## src/rtl/assert_macros.svh

```systemverilog
// ----------------------------------------------------------------------------
// assert_macros.svh
// Concurrent assertion helpers, empty under synthesis.
// ----------------------------------------------------------------------------
`ifndef ASSERT_MACROS_SVH
`define ASSERT_MACROS_SVH

`ifndef SYNTHESIS

// Same-cycle implication, reset masked.
`define ASSERT_IMPLIES(label, clk, rst_n, ante, cons) \
    label: assert property (@(posedge clk) disable iff (!(rst_n)) (ante) |-> (cons)) \
        else $error("assertion failed: ante implies cons");

// Next-cycle implication, reset masked.
`define ASSERT_NEXT(label, clk, rst_n, ante, cons) \
    label: assert property (@(posedge clk) disable iff (!(rst_n)) (ante) |=> (cons)) \
        else $error("assertion failed: ante implies cons next cycle");

`else

`define ASSERT_IMPLIES(label, clk, rst_n, ante, cons)
`define ASSERT_NEXT(label, clk, rst_n, ante, cons)

`endif

`endif

```

## src/rtl/tlvi_pkg.sv

```systemverilog
`timescale 1ns / 1ps
// ----------------------------------------------------------------------------
// tlvi_pkg
// Shared constants and types of the TLV insert locator.
// ----------------------------------------------------------------------------
package tlvi_pkg;

    localparam int MAX_AREA_BYTES_DEF = 4096;
    localparam int OFFS_W_DEF         = $clog2(MAX_AREA_BYTES_DEF + 1);
    localparam int BYTE_W             = 8;

    // element walk phase codes
    localparam logic [1:0] PHASE_ID   = 2'd0;
    localparam logic [1:0] PHASE_LEN  = 2'd1;
    localparam logic [1:0] PHASE_BODY = 2'd2;

    typedef struct packed {
        logic [BYTE_W-1:0] data_byte;
        logic              last_byte;
    } t_item;

endpackage

```

## src/rtl/tlvi_if.sv

```systemverilog
`timescale 1ns / 1ps
// ----------------------------------------------------------------------------
// tlvi_if
// Valid/ready channels: byte input, config write, result output.
// ----------------------------------------------------------------------------
interface tlvi_byte_if;
    logic                          valid;
    logic                          ready;
    logic [tlvi_pkg::BYTE_W-1:0]   data_byte;
    logic                          last_byte;

    modport source (output valid, output data_byte, output last_byte, input ready);
    modport sink   (input valid, input data_byte, input last_byte, output ready);
endinterface

interface tlvi_cfg_if;
    logic                          valid;
    logic                          ready;
    logic [tlvi_pkg::BYTE_W-1:0]   insert_tag_id;

    modport source (output valid, output insert_tag_id, input ready);
    modport sink   (input valid, input insert_tag_id, output ready);
endinterface

interface tlvi_result_if #(
    parameter int OFFS_W = tlvi_pkg::OFFS_W_DEF
);
    logic              valid;
    logic              ready;
    logic [OFFS_W-1:0] insert_offset;
    logic              too_long;

    modport source (output valid, output insert_offset, output too_long, input ready);
    modport sink   (input valid, input insert_offset, input too_long, output ready);
endinterface

```

## src/rtl/tlvi_walk.sv

```systemverilog
`timescale 1ns / 1ps
// ----------------------------------------------------------------------------
// tlvi_walk
// TLV element walker: tracks phase, position and best lower-id offset.
// ----------------------------------------------------------------------------
module tlvi_walk #(
    parameter int MAX_AREA_BYTES = tlvi_pkg::MAX_AREA_BYTES_DEF,
    parameter int POS_W          = $clog2(MAX_AREA_BYTES + 1)
) (
    input  logic                        i_clk,
    input  logic                        i_rst_n,
    input  logic                        i_step,
    input  tlvi_pkg::t_item             i_item,
    input  logic [tlvi_pkg::BYTE_W-1:0] i_insert_tag_id,
    output logic [POS_W-1:0]            o_offset,
    output logic                        o_too_long
);

    localparam logic [POS_W-1:0] MAX_POS = POS_W'(MAX_AREA_BYTES);

    logic [1:0]                  r_phase,     n_phase;
    logic [tlvi_pkg::BYTE_W-1:0] r_elem_id,   n_elem_id;
    logic [tlvi_pkg::BYTE_W-1:0] r_body_left, n_body_left;
    logic [POS_W-1:0]            r_pos,       n_pos;
    logic                        r_best_none, n_best_none;
    logic [tlvi_pkg::BYTE_W-1:0] r_best_id,   n_best_id;
    logic [POS_W-1:0]            r_best_offs, n_best_offs;
    logic                        r_ovf,       n_ovf;
    logic                        done;
    logic                        qualify;

    always_comb begin
        n_ovf       = r_ovf | (r_pos == MAX_POS);
        n_pos       = (r_pos == MAX_POS) ? r_pos : r_pos + POS_W'(1);
        n_phase     = r_phase;
        n_elem_id   = r_elem_id;
        n_body_left = r_body_left;
        done        = 1'b0;

        unique case (r_phase)
            tlvi_pkg::PHASE_ID: begin
                n_elem_id = i_item.data_byte;
                n_phase   = tlvi_pkg::PHASE_LEN;
            end
            tlvi_pkg::PHASE_LEN: begin
                n_body_left = i_item.data_byte;
                if (i_item.data_byte == '0) begin
                    done    = 1'b1;
                    n_phase = tlvi_pkg::PHASE_ID;
                end else begin
                    n_phase = tlvi_pkg::PHASE_BODY;
                end
            end
            default: begin
                if (r_body_left != '0) begin
                    n_body_left = r_body_left - 8'd1;
                end
                if (n_body_left == '0) begin
                    done    = 1'b1;
                    n_phase = tlvi_pkg::PHASE_ID;
                end
            end
        endcase

        // element id is already held when the element completes
        qualify = done && !n_ovf && (r_elem_id < i_insert_tag_id)
                  && (r_best_none || (r_elem_id > r_best_id));

        n_best_none = qualify ? 1'b0      : r_best_none;
        n_best_id   = qualify ? r_elem_id : r_best_id;
        n_best_offs = qualify ? n_pos     : r_best_offs;

        o_offset    = n_best_offs;
        o_too_long  = n_ovf;
    end

    always_ff @(posedge i_clk) begin
        if (!i_rst_n || (i_step && i_item.last_byte)) begin
            r_phase     <= tlvi_pkg::PHASE_ID;
            r_elem_id   <= '0;
            r_body_left <= '0;
            r_pos       <= '0;
            r_best_none <= 1'b1;
            r_best_id   <= '0;
            r_best_offs <= '0;
            r_ovf       <= 1'b0;
        end else if (i_step) begin
            r_phase     <= n_phase;
            r_elem_id   <= n_elem_id;
            r_body_left <= n_body_left;
            r_pos       <= n_pos;
            r_best_none <= n_best_none;
            r_best_id   <= n_best_id;
            r_best_offs <= n_best_offs;
            r_ovf       <= n_ovf;
        end
    end

endmodule

```

## src/rtl/tlv_tag_insert_locator_core.sv

```systemverilog
`timescale 1ns / 1ps
// Path: the last byte passes the input register, then the result register,
//   before its result is offered.
// Throughput: one byte per cycle; only a last byte waits, and only while
//   the previous result still sits unclaimed in the result register.
// Reset: i_rst_n low at a clock edge clears the walk, the valid flags of
//   the input and result registers, and insert_tag_id (to 0).
// ----------------------------------------------------------------------------
// tlv_tag_insert_locator_core
// Walks TLV elements of a management frame tagged area and reports the byte
// offset just past the highest-id element below insert_tag_id.
// ----------------------------------------------------------------------------
`include "assert_macros.svh"

module tlv_tag_insert_locator_core #(
    parameter int MAX_AREA_BYTES = tlvi_pkg::MAX_AREA_BYTES_DEF
) (
    input  logic          i_clk,
    input  logic          i_rst_n,
    tlvi_byte_if.sink     i_byte,
    tlvi_cfg_if.sink      i_cfg,
    tlvi_result_if.source o_result
);

    // offset ranges 0..MAX_AREA_BYTES inclusive
    localparam int               POS_W   = $clog2(MAX_AREA_BYTES + 1);
    localparam logic [POS_W-1:0] MAX_POS = POS_W'(MAX_AREA_BYTES);

    // config register: the user must write it only while idle (not enforced here), so no hazard with the walk
    logic [tlvi_pkg::BYTE_W-1:0] r_insert_tag_id;

    // input register stage
    logic            r_s1_valid;
    tlvi_pkg::t_item r_s1;

    // result register
    logic             r_out_valid;
    logic [POS_W-1:0] r_out_offset;
    logic             r_out_too_long;

    logic             out_free;
    logic             s1_go;
    logic [POS_W-1:0] walk_offset;
    logic             walk_too_long;

    // A non-last byte never produces a result, so it always moves on;
    // a last byte needs the result register free (or being drained).
    assign out_free     = !r_out_valid || o_result.ready;
    assign s1_go        = r_s1_valid && (!r_s1.last_byte || out_free);
    assign i_byte.ready = !r_s1_valid || s1_go;
    assign i_cfg.ready  = 1'b1;

    always_ff @(posedge i_clk) begin
        if (!i_rst_n) begin
            r_insert_tag_id <= '0;
        end else if (i_cfg.valid) begin
            r_insert_tag_id <= i_cfg.insert_tag_id;
        end
    end

    always_ff @(posedge i_clk) begin
        if (!i_rst_n) begin
            r_s1_valid <= 1'b0;
        end else if (i_byte.ready) begin
            r_s1_valid <= i_byte.valid;
        end
    end

    always_ff @(posedge i_clk) begin
        if (i_byte.ready && i_byte.valid) begin
            r_s1.data_byte <= i_byte.data_byte;
            r_s1.last_byte <= i_byte.last_byte;
        end
    end

    tlvi_walk #(
        .MAX_AREA_BYTES (MAX_AREA_BYTES),
        .POS_W          (POS_W)
    ) u_walk (
        .i_clk           (i_clk),
        .i_rst_n         (i_rst_n),
        .i_step          (s1_go),
        .i_item          (r_s1),
        .i_insert_tag_id (r_insert_tag_id),
        .o_offset        (walk_offset),
        .o_too_long      (walk_too_long)
    );

    // result register: loads on the last byte of an area
    always_ff @(posedge i_clk) begin
        if (!i_rst_n) begin
            r_out_valid <= 1'b0;
        end else if (s1_go && r_s1.last_byte) begin
            r_out_valid <= 1'b1;
        end else if (o_result.ready) begin
            r_out_valid <= 1'b0;
        end
    end

    always_ff @(posedge i_clk) begin
        if (s1_go && r_s1.last_byte) begin
            r_out_offset   <= walk_offset;
            r_out_too_long <= walk_too_long;
        end
    end

    assign o_result.valid         = r_out_valid;
    assign o_result.insert_offset = r_out_offset;
    assign o_result.too_long      = r_out_too_long;

    // a new result only follows a last byte leaving the input stage
    `ASSERT_IMPLIES(a_rise_from_last, i_clk, i_rst_n, $rose(r_out_valid), $past(s1_go && r_s1.last_byte))
    // a held result is never dropped before transfer
    `ASSERT_NEXT(a_stall_keeps, i_clk, i_rst_n, r_out_valid && !o_result.ready, r_out_valid)
    // offset never passes the saturation point
    `ASSERT_IMPLIES(a_offset_range, i_clk, i_rst_n, r_out_valid, r_out_offset <= MAX_POS)

endmodule

```

## src/flat_wrapper.sv

```systemverilog
// flat-port wrapper written by rule: the top's interface ports become plain ports
module tlv_tag_insert_locator_core_flat 
#(
    parameter int MAX_AREA_BYTES = tlvi_pkg::MAX_AREA_BYTES_DEF
)
  (i_clk, i_rst_n, i_byte_valid, i_byte_data_byte, i_byte_last_byte, i_byte_ready, i_cfg_valid, i_cfg_insert_tag_id, i_cfg_ready, o_result_valid, o_result_insert_offset, o_result_too_long, o_result_ready);
  tlvi_byte_if i_byte_i ();
  tlvi_cfg_if i_cfg_i ();
  tlvi_result_if o_result_i ();
  input  logic i_clk;
  input  logic i_rst_n;
  input wire logic [$bits(i_byte_i.valid)-1:0] i_byte_valid;
  input wire logic [$bits(i_byte_i.data_byte)-1:0] i_byte_data_byte;
  input wire logic [$bits(i_byte_i.last_byte)-1:0] i_byte_last_byte;
  output wire logic [$bits(i_byte_i.ready)-1:0] i_byte_ready;
  input wire logic [$bits(i_cfg_i.valid)-1:0] i_cfg_valid;
  input wire logic [$bits(i_cfg_i.insert_tag_id)-1:0] i_cfg_insert_tag_id;
  output wire logic [$bits(i_cfg_i.ready)-1:0] i_cfg_ready;
  output wire logic [$bits(o_result_i.valid)-1:0] o_result_valid;
  output wire logic [$bits(o_result_i.insert_offset)-1:0] o_result_insert_offset;
  output wire logic [$bits(o_result_i.too_long)-1:0] o_result_too_long;
  input wire logic [$bits(o_result_i.ready)-1:0] o_result_ready;
  assign i_byte_i.valid = i_byte_valid;
  assign i_byte_i.data_byte = i_byte_data_byte;
  assign i_byte_i.last_byte = i_byte_last_byte;
  assign i_byte_ready = i_byte_i.ready;
  assign i_cfg_i.valid = i_cfg_valid;
  assign i_cfg_i.insert_tag_id = i_cfg_insert_tag_id;
  assign i_cfg_ready = i_cfg_i.ready;
  assign o_result_valid = o_result_i.valid;
  assign o_result_insert_offset = o_result_i.insert_offset;
  assign o_result_too_long = o_result_i.too_long;
  assign o_result_i.ready = o_result_ready;
  tlv_tag_insert_locator_core #(.MAX_AREA_BYTES(MAX_AREA_BYTES)) u_core (.i_clk(i_clk), .i_rst_n(i_rst_n), .i_byte(i_byte_i), .i_cfg(i_cfg_i), .o_result(o_result_i));
endmodule
```

## config.mk

```make
export PLATFORM = sky130hd
export DESIGN_NAME = tlv_tag_insert_locator_core_flat
export DESIGN_NICKNAME = d
export VERILOG_FILES = /design/src/rtl/tlvi_pkg.sv /design/src/rtl/tlvi_if.sv /design/src/rtl/tlvi_walk.sv /design/src/rtl/tlv_tag_insert_locator_core.sv /design/src/flat_wrapper.sv
export VERILOG_INCLUDE_DIRS = /design/src /design/src/rtl
export SDC_FILE = /design/constraint.sdc
export NUM_CORES = 1
export LEC_CHECK = 0
export BUFFER_PORTS_ARGS = -buffer_cell sky130_fd_sc_hd__buf_2
export CORE_MARGIN = 2
export CORE_UTILIZATION = 64
export CTS_CLUSTER_DIAMETER = 50
export DETAILED_ROUTE_END_ITERATION = 10
export PLACE_DENSITY = 0.95
export SLEW_MARGIN = 30
export SYNTH_ARGS = -nofsm -noshare
export SYNTH_HDL_FRONTEND = slang
export SYNTH_SLANG_ARGS = --single-unit
```

## constraint.sdc

```tcl
create_clock -name i_clk -period 4.5 [get_ports i_clk]
set_clock_uncertainty 0.2 [all_clocks]
set_input_delay 0.225 -clock i_clk [delete_from_list [all_inputs] [get_ports i_clk]]
set_output_delay 0.225 -clock i_clk [all_outputs]
set_load 0.005 [all_outputs]
```

Yosys cells after proc, flatten, opt, wreduce, memory -nomap -nowiden
Index checks and enable logic that the tools add are counted.
{"block": "totals", "regBits": 87, "in_bits": 22, "out_inout_bits": 17, "wordCells": 63}
{"block": "classes", "n_addsub": 2, "magnitude_cmp": 2, "n_eq_ne": 2, "n_mux": 13, "bitwise": 2, "reduce_logical": 27}
{"operator": "two-way mux 13 bit", "n": 2}
{"operator": "logical NOT 8 bit", "n": 2}
{"operator": "two-way mux 8 bit", "n": 2}
{"operator": "case mux 8 bit (2 select lines)", "n": 1}
{"operator": "adder 13 x 1 -> 13 bit (second input constant)", "n": 1}
{"operator": "== test 13 bit (second input constant)", "n": 1}
{"operator": "greater-than comparator 8 bit", "n": 1}
{"operator": "< comparator 8 bit", "n": 1}
{"operator": "AND reduction 2 bit", "n": 4}
{"operator": "nonzero test 8 bit", "n": 1}
{"operator": "subtractor 8 x 1 -> 8 bit (second input constant)", "n": 1}
{"operator": "logical AND 1 bit", "n": 6}
{"operator": "logical NOT 1 bit", "n": 5}
{"operator": "logical OR 1 bit", "n": 5}
{"operator": "two-way mux 1 bit", "n": 4}
{"operator": "two-way mux 2 bit", "n": 2}
{"operator": "case mux 2 bit (2 select lines)", "n": 1}
{"operator": "nonzero test 3 bit", "n": 1}
{"operator": "== test 2 x 1 -> 1 bit (second input constant)", "n": 1}
{"operator": "logical NOT 2 bit", "n": 1}
{"operator": "case mux 1 bit (2 select lines)", "n": 1}
{"operator": "nonzero test 2 bit", "n": 1}
{"operator": "OR reduction 2 bit", "n": 1}
{"operator": "NOT 1 bit", "n": 1}
{"operator": "OR 1 bit", "n": 1}

Longest topological paths before layout
Gate-level depths: netlist of run 1.
{"block": "depth", "ltp_word": 10, "mapped_depth": 11, "mapped_depth_nobuf": 8}

By module
A second synthesis of run 1 with hierarchy kept.
{"block": "unflattened", "cells_unflattened": 469, "area_unflattened_um2": 4478.0}
{"mod": "tlvi_walk", "n_inst": 1, "cells_per_inst": 407, "area_per_inst_um2": 3367.0, "seq_area_each_um2": 1081.0}
{"mod": "tlv_tag_insert_locator_core", "n_inst": 1, "cells_per_inst": 62, "area_per_inst_um2": 1111.1, "seq_area_each_um2": 890.9}

Least setup slack after synthesis of run 1
No wires, ideal clock.
{"block": "synth_timing", "path_type": "reg2reg", "start": "reg u_core.u_walk.r_body_left[2] (netlist bit)", "end": "reg u_core.r_out_offset[0], in the netlist u_core.o_result.insert_offset[0] (data pin)", "setup_ns": 0.260, "arrival_time_ns": 2.396, "path_slack_ns": 1.644, "path_stages_with_launch": 10, "synth_period_minus_slack_ns": 2.856, "path_cell_list": "dfxtp_1 or4_1 buf_2 or3_1 nor2_1 o311a_1 and4_4 buf_6 buf_12 mux2_4"}
{"block": "synth_via", "elab_chain_len": 10, "word_cells_on_any_way": 11}
{"element": "from (decl)", "line_no": "tlvi_walk.sv:23", "rtl": "logic [tlvi_pkg::BYTE_W-1:0] r_body_left, n_body_left;"}
{"element": "from (signal assigned)", "line_no": "tlvi_walk.sv:90", "rtl": "r_body_left <= n_body_left;"}
{"element": "subtractor 8 x 1 -> 8 bit / nonzero test 8 bit (equally long branches)", "line_no": "tlvi_walk.sv:56, tlvi_walk.sv:55"}
{"element": "two-way mux 8 bit (*)", "line_no": "tlvi_walk.sv:55", "rtl": "if (r_body_left != '0) begin"}
{"element": "two-way mux 8 bit (*)", "line_no": "tlvi_walk.sv:40", "rtl": "unique case (r_phase)"}
{"element": "logical NOT 8 bit (*)", "line_no": "tlvi_walk.sv:58", "rtl": "if (n_body_left == '0) begin"}
{"element": "two-way mux 1 bit (*)", "line_no": "tlvi_walk.sv:58"}
{"element": "case mux 1 bit (2 select lines) (*)", "line_no": "tlvi_walk.sv:40"}
{"element": "logical AND 1 bit (*) (2 in a row)", "line_no": "tlvi_walk.sv:66", "rtl": "qualify = done && !n_ovf && (r_elem_id < i_insert_tag_id)"}
{"element": "logical AND 1 bit (*)", "line_no": "tlvi_walk.sv:67", "rtl": "&& (r_best_none || (r_elem_id > r_best_id));"}
{"element": "two-way mux 13 bit (*)", "line_no": "tlvi_walk.sv:71", "rtl": "n_best_offs = qualify ? n_pos : r_best_offs;"}
{"element": "net u_core.u_walk.o_offset[0]", "line_no": "tlvi_walk.sv:15", "rtl": "output logic [POS_W-1:0] o_offset,"}
{"element": "to (signal assigned)", "line_no": "tlv_tag_insert_locator_core.sv:102", "rtl": "r_out_offset <= walk_offset;"}
{"element": "to (decl)", "line_no": "tlv_tag_insert_locator_core.sv:38", "rtl": "logic [POS_W-1:0] r_out_offset;"}
The timed path passes the listed nets; every way through them passes the cells marked *. The select of a mux whose other input is x is not followed.
A chain may end at the register's enable or synchronous reset.

Worst setup path after layout of run 1
{"block": "layout_timing", "start": "reg u_core.u_walk.r_body_left[2] (netlist bit)", "end": "reg u_core.r_out_offset[12], in the netlist u_core.o_result.insert_offset[12] (data pin)"}
Same word-level chain as after synthesis.

==> results of run 1 <==
through the flow:
stage	utilization [%]	cell area [um2]	power (uW)	setup WS, ns	std cells
6_report	74.4	5030	1600	1.44	607
5_1_grt	74.4	5030	1660	1.27	607
4_1_cts	74.4	5030	1600	1.46	607
3_5_place_dp	68.3	4610	995	1.48	572
3_3_place_gp	68.3	4610	988	1.51	572
2_1_floorplan	-	4430	960	1.64	477
Yosys cell counts, types with 4 or more instances:
master,number
sky130_fd_sc_hd__a21oi_1,23
sky130_fd_sc_hd__a22oi_1,4
sky130_fd_sc_hd__a31oi_1,4
sky130_fd_sc_hd__clkbuf_1,18
sky130_fd_sc_hd__dfxtp_1,64
sky130_fd_sc_hd__edfxtp_1,23
sky130_fd_sc_hd__ha_1,19
sky130_fd_sc_hd__inv_1,28
sky130_fd_sc_hd__mux2_4,9
sky130_fd_sc_hd__mux2i_1,31
sky130_fd_sc_hd__nand2_1,70
sky130_fd_sc_hd__nand2b_1,4
sky130_fd_sc_hd__nand3_1,18
sky130_fd_sc_hd__nand4_1,5
sky130_fd_sc_hd__nor2_1,42
sky130_fd_sc_hd__nor2b_1,11
sky130_fd_sc_hd__nor3_1,7
sky130_fd_sc_hd__nor4_1,7
sky130_fd_sc_hd__o21ai_0,15
sky130_fd_sc_hd__xnor2_1,15
sky130_fd_sc_hd__xor2_1,9
layout by cell type, fill, tap and decap left out, types with 5 or more instances in the layout:
cell type,n
sky130_fd_sc_hd__dfxtp_1,64
sky130_fd_sc_hd__xnor2_1,15
sky130_fd_sc_hd__a21oi_1,23
sky130_fd_sc_hd__edfxtp_1,23
sky130_fd_sc_hd__o21ai_0,15
sky130_fd_sc_hd__buf_2,37
sky130_fd_sc_hd__mux2i_1,31
sky130_fd_sc_hd__nor3_1,7
sky130_fd_sc_hd__xor2_1,9
sky130_fd_sc_hd__nand4_1,5
sky130_fd_sc_hd__inv_1,28
sky130_fd_sc_hd__dlygate4sd3_1,19
sky130_fd_sc_hd__clkbuf_8,10
sky130_fd_sc_hd__nand2_1,69
sky130_fd_sc_hd__nor2_1,42
sky130_fd_sc_hd__nand3_1,18
sky130_fd_sc_hd__mux2_4,9
sky130_fd_sc_hd__ha_1,19
sky130_fd_sc_hd__nor4_1,7
sky130_fd_sc_hd__nor2b_1,11
path summary, 6_finish.rpt:
check	startpoint	end	slack, ns	cells past startpoint
setup / recovery	u_core.u_walk.r_body_left[2]	u_core.o_result.insert_offset[12]	1.44	6
hold / removal	i_rst_n	u_core.r_s1_valid	0.03	2
setup reg to reg	u_core.u_walk.r_body_left[2]	u_core.o_result.insert_offset[12]	1.44	6
hold reg to reg	u_core.u_walk.r_best_id[3]	u_core.u_walk.r_best_id[3]	0.27	2
power groups by stage:
| stage | Sequential, uW | Clock (uW) | Combinational [uW] |
|---|---|---|---|
| final | 843 | 602 | 152 |
| after global routing | 846 | 646 | 168 |
| after CTS | 842 | 606 | 147 |
| after detailed placement | 860 | 0 | 135 |
| after global placement | 859 | 0 | 130 |
| after floorplan | 854 | 0 | 106 |
worst max-delay path, delay by kind of cell, from the launching register on:
family	cells	cell delay (ns)
flops	1	0.38
mux	1	0.37
compound gates	1	0.23
simple gates	4	1.63
per-layer routing:
| metal | track usage, % | vias up |
|---|---|---|
| met5 | 0 | - |
| li1 | - | 1739 |
| met3 | 6.73 | 22 |
| met4 | 9.51 | 0 |
| met2 | 47.3 | 116 |
| met1 | 28.2 | 1683 |
final cells by class:
class / instances / area (um2)
Multi-Input combinational cell: 337 / 2230
Sequential cell: 87 / 1970
Fill cell: 440 / 1730
Timing Repair Buffer: 59 / 398
Clock buffer: 11 / 141
Inverter: 28 / 105
Tap cell: 80 / 100
Clock inverter: 5 / 82.6
cell families after synthesis:
kind of cell,synth area share [%]
compound gates,10.2
buf+inv,5.20
simple gates,19.1
flops,44.5
mux,10.8
xor+xnor,4.75
other cells,0.0847
fa+ha+maj,5.37
registers in the layout, summed over array words and instances, names as in the netlist, 8 cells and up:
register	cells
u_core.u_walk.r_body_left	8
u_core.u_walk.r_best_id	8
u_core.r_insert_tag_id	8
u_core.r_s1	9
u_core.o_result.insert_offset	13
u_core.u_walk.r_elem_id	8
u_core.u_walk.r_best_offs	13
u_core.u_walk.r_pos	13
==> key figures, run 1 <==
Run status
  – Outcome: finished, final reports clean

Clock network
  – Num CTS Buffers: 9
  – Clk sinks: 87
  – Deepest clock path buffer count: 2
  – CTS H-tree lvls: 3
  – Worst skew pair latency: 0.36 ns
  – Clock transition at the registers of the reported paths: about 0.09 ns
  – Number of hold buffers added after cts: 19
  – Number of setup buffers added after CTS: 0
  – CTS tree: done
  – Root Driver: sky130_fd_sc_hd__clkbuf_8
  – Post-CTS resize count: 0

Setup path
  – Slowest stage cell on the critical path: sky130_fd_sc_hd__or4_1
  – Arrival time worst endpoint: between 2 and 3 ns
  – Cell-by-cell listing of the critical path: or4_1 -> or3_1 -> nor2_1 -> o311a_1 -> and4_4 -> mux2_2
  – CP Max Fanout: 13
  – Kind of critical path: register to register
  – Critical Path Sink Type: register
  – CP Launch Type: register
  – Data required time of the worst path: 4.41 ns
  – Delay of the slowest cell on the worst path: 0.67 ns

Power
  – Cell area power density: 318 nW/um2
  – Sequential fraction of design power: between 50% and 60%
  – Relative contribution of the clock network to total power: a little under two fifths
  – Maximum vdd drop: about 0.31 mV
  – Leak pwr: ~0.0020 uW
  – Combinational power share: under 10%
  – Switch Pwr: around 380 uW
  – Switching share of total power: 23.7%
  – Int Power: ~1200 uW

Place
  – DP HPWL: roughly 6.3 mm
  – GP Congestion: between 0.9 and 1
  – Quantity of I/O buffers inserted on ports: 37

Synthesis
  – Register area share after synthesis: between 40% and 50%
  – Post-Syn Nets: just over 500
  – Post-Synthesis Cells: 477
  – Cell taking the most area after synthesis: sky130_fd_sc_hd__dfxtp_1
  – Portion of synthesized cell area occupied by the leading cell type: 28.9%
  – FFs w/ async S/R, synth: 0%
  – Synthesized area per cell: between 9 and 10 um2
  – Ys Warns: 0
  – Main area contributors after synthesis: sky130_fd_sc_hd__dfxtp_1, sky130_fd_sc_hd__edfxtp_1, sky130_fd_sc_hd__mux2i_1
  – EDFF count, synth: 23
  – Number of distinct standard cells referenced by the synthesized netlist: 54
  – Most instantiated flip-flop cell in the synthesis netlist: sky130_fd_sc_hd__dfxtp_1
  – Post-Syn Area: around 4400 um2
  – #FFs+latches synth: 87

Timing
  – Max Slew Vio Count: 0
  – Final setup violation count: 0
  – Headroom to the max-slew limit: between 40% and 50%
  – Tightest Pin Transition: slightly below 0.9 ns
  – Shortest period the worst path allows: just over 3 ns
  – Final period util: around two thirds
  – Count of endpoints failing hold in the final timing report: 0
  – Final sum of negative setup slack: 0 ns
  – Worst hold slack: 0.0292 ns
  – Setup repair after global routing missed its margin: no
  – Highest achievable clock rate: 327 MHz

Drt
  – Post-route DRC: 0
  – Top routing layer used: met4
  – Count of vias placed by the detailed router: 3560
  – Avg Vias per Cell: roughly 5.9
  – Length of the first detailed-routing pass in iterations: 5
  – Wire length on met3: between 400 and 500 um
  – Routed metal-1 wirelength: around 3.7 mm
  – Routed WL: 9.30 mm
  – Detailed-routed wire length on met2: 4.92 mm
  – Number of design-rule violations left by the first detailed-router iteration: between 200 and 250
  – Residual antenna-violating net count after detailed routing: 0
  – Drt wl/cell: 15.3 um

Global routing
  – Global-route usage over all layers: 25.7%
  – Remaining Overflow, GRT: 0
  – Via count of the first global-routing pass: 3437
  – Initial antenna violation count: 0
  – Global-route wire length before repair: ~15 mm
  – Maximum number of pins on one net before global-route repair: 45

Floorplanning
  – Die W: between 80 and 90 um
  – Core area: ~6800 um2
  – Die area: between 7000 and 8000 um2
  – Initial core utilization: around 66%
  – Row cnt: 30
  – Die boundary height: 87.2 um
  – I/O pin cnt: 39

Run
  – Max cap viols: 0

Cells and area
  – Number of nets in the layout: about 560
  – Number of diodes added for antenna fixing: 0
  – Proportion of layout cells with a drive suffix above 1: ~13%
  – Syn-to-layout area delta: 13.5%

Worst hold path
  – Worst hold-check path type: primary input to register
Power figures use the tool's default switching activity.
==> inputs of run 2 (changes only) <==
--- a/config.mk
+++ b/config.mk
@@ -8,10 +8,10 @@
 export LEC_CHECK = 0
 export BUFFER_PORTS_ARGS = -buffer_cell sky130_fd_sc_hd__buf_2
 export CORE_MARGIN = 2
-export CORE_UTILIZATION = 64
+export CORE_UTILIZATION = 59
 export CTS_CLUSTER_DIAMETER = 50
 export DETAILED_ROUTE_END_ITERATION = 10
-export PLACE_DENSITY = 0.95
+export PLACE_DENSITY = 0.89
 export SLEW_MARGIN = 30
 export SYNTH_ARGS = -nofsm -noshare
 export SYNTH_HDL_FRONTEND = slang
==> constraint.sdc (replaced) <==
create_clock -name i_clk -period 2.98 [get_ports i_clk]
set_clock_uncertainty 0.2 [all_clocks]
set_input_delay 0.149 -clock i_clk [delete_from_list [all_inputs] [get_ports i_clk]]
set_output_delay 0.149 -clock i_clk [all_outputs]
set_load 0.005 [all_outputs]
==> run 2 against run 1 <==
Global-route usage rose by 0.35 points. Final area up 4.2%. Utilization fell by 2.2 points. Critical endpoint is now u_core.o_result.insert_offset[9]. Largest power group unchanged.
==> key figures, run 2 (same netlist as run 1, synthesis figures left out) <==
Drt
  – Residual antenna-violating net count after detailed routing: 0
  – Count of vias placed by the detailed router: between 3000 and 4000
  – Drt wl/cell: around 16 um
  – Avg Vias per Cell: ~5.7
  – Length of the first detailed-routing pass in iterations: 5
  – Post-route DRC: 0
  – Number of design-rule violations left by the first detailed-router iteration: approximately 170
  – Routed WL: 10.2 mm

Global routing
  – Initial antenna violation count: 0
  – Via count of the first global-routing pass: about 3800
  – Global-route usage over all layers: between 20% and 30%
  – Global-route wire length before repair: about 17 mm
  – Maximum number of pins on one net before global-route repair: 41
  – Remaining Overflow, GRT: 0

Floorplanning
  – Core area: approximately 7300 um2
  – Die W: 90.6 um
  – I/O pin cnt: 39
  – Initial core utilization: just over 60%
  – Die area: roughly 8000 um2
  – Die boundary height: between 90 and 100 um
  – Row cnt: 31

Clock network
  – Deepest clock path buffer count: 2
  – Root Driver: sky130_fd_sc_hd__clkbuf_8
  – Num CTS Buffers: 9
  – Clock transition at the registers of the reported paths: approximately 0.090 ns
  – Worst skew pair latency: between 0.3 and 0.4 ns
  – Clk sinks: between 80 and 90
  – CTS H-tree lvls: 3
  – CTS tree: done

Place
  – DP HPWL: just under 7 mm
  – Quantity of I/O buffers inserted on ports: 37
  – Pre-CTS setup slack: between 0.15 and 0.2 ns
  – GP Congestion: around 0.9

Timing
  – Headroom to the max-slew limit: ~45%
  – Setup repair after global routing missed its margin: no
  – Worst setup slack after layout: between 0.09 and 0.1 ns
  – Final sum of negative setup slack: 0 ns
  – Final period util: between 90 and 100%
  – Count of endpoints failing hold in the final timing report: 0
  – Shortest period the worst path allows: 2.88 ns
  – Final setup violation count: 0
  – Tightest Pin Transition: 0.813 ns
  – Highest achievable clock rate: between 300 and 400 MHz
  – Max Slew Vio Count: 0

Setup path
  – CP Launch Type: register
  – Arrival time worst endpoint: 2.79 ns
  – Worst r2r src: u_core.u_walk.r_body_left[2]
  – Register-to-register path setup slack: 0.1 ns
  – Data required time of the worst path: 2.89 ns
  – Startpoint of the most critical setup path: u_core.u_walk.r_body_left[2]
  – Reg-to-reg critical path endpoint: u_core.o_result.insert_offset[9]
  – Critical Path Sink Type: register
  – CP Max Fanout: 8
  – Critical path capture point: u_core.o_result.insert_offset[9]
  – Kind of critical path: register to register
  – Worst reg-to-reg path cell count: 8

Cells and area
  – Highest-count cells in the layout ignoring fill and taps: sky130_fd_sc_hd__nand2_1, sky130_fd_sc_hd__dfxtp_1, sky130_fd_sc_hd__nor2_1, sky130_fd_sc_hd__buf_2, sky130_fd_sc_hd__mux2i_1
  – Most common library cell in the layout ignoring fill and taps: sky130_fd_sc_hd__nand2_1
  – Syn-to-layout area delta: 18.3%
  – Final Core Density: 72.3%
  – Number of nets in the layout: 585
  – Number of diodes added for antenna fixing: 0
  – Proportion of layout cells with a drive suffix above 1: ~15%

Power
  – Total Power Consumption: around 2400 uW
  – Leak pwr: approximately 0.0022 uW
  – Cell area power density: about 450 nW/um2
  – Maximum vdd drop: 0.511 mV

Worst hold path
  – Worst hold-check path type: primary input to register

Run
  – Max cap viols: 0

Run status
  – Outcome: finished, final reports clean
## run 2: cell type report
| cell class | count | area [um2] |
|---|---|---|
| repair buffers | 81 | 601 |
| clock buffers | 10 | 138 |
| fillers | 521 | 2010 |
| inverters | 28 | 105 |
| well taps | 99 | 124 |
| flip-flops and latches | 87 | 1970 |
| multi-input cells | 337 | 2230 |
| clock inverters | 6 | 68.8 |
## run 2: stage by stage
| step | cell area (um2) | cells | hold slack, ns |
|---|---|---|---|
| 2_1_floorplan | 4430 | 477 | 0.0479 |
| 3_5_place_dp | 4710 | 599 | 0.127 |
| 4_1_cts | 5200 | 644 | 0.127 |
| 5_1_grt | 5240 | 648 | 0.175 |
| 3_3_place_gp | 4710 | 599 | 0.125 |
| 6_report | 5240 | 648 | 0.146 |
## run 2: report_power, final
part / internal (uW) / switching [uW]
Sequential: 1240 / 28.7
Combinational: 121 / 143
Clock: 414 / 425
Total: 1780 / 597
## run 2: how the worst min path moves through the flow
stage | startpoint | endpoint | slack, ns | depth (start not counted)
6_report | i_rst_n | u_core.u_walk.r_phase[1] | 0.15 | 4
5_1_grt | i_rst_n | u_core.u_walk.r_phase[1] | 0.18 | 4
4_1_cts | i_rst_n | u_core.u_walk.r_phase[1] | 0.13 | 4
3_5_place_dp | i_byte_last_byte | u_core.r_s1[0] | 0.13 | 1
3_3_place_gp | i_byte_data_byte[2] | u_core.r_s1[3] | 0.13 | 1
2_1_floorplan | i_byte_last_byte | u_core.r_s1[0] | 0.05 | 0
## run 2: routing by layer
metal  wire length [um]  global-route usage, %
met1               3950                   28.2
met4                196                   11.0
met5                  0                      0
met3                523                   5.51
met2               5540                   48.7
## run 2: what timing repair did
item / in CTS / in global routing
endpoints found under the hold margin: 19 / 0
endpoints found under the setup margin: 0 / 3
hold buffers: 29 / 0
resized for setup: 0 / 0
buffers inserted: 0 / 4
## run 2: worst max-delay path: stages (launching register included)
cell	delay, ns
sky130_fd_sc_hd__dfxtp_1	0.37
sky130_fd_sc_hd__or4_1	0.55
sky130_fd_sc_hd__buf_4	0.18
sky130_fd_sc_hd__nor3_4	0.19
sky130_fd_sc_hd__nor4b_1	0.08
sky130_fd_sc_hd__o311a_1	0.38
sky130_fd_sc_hd__and4_4	0.22
sky130_fd_sc_hd__buf_4	0.17
sky130_fd_sc_hd__mux2_4	0.30
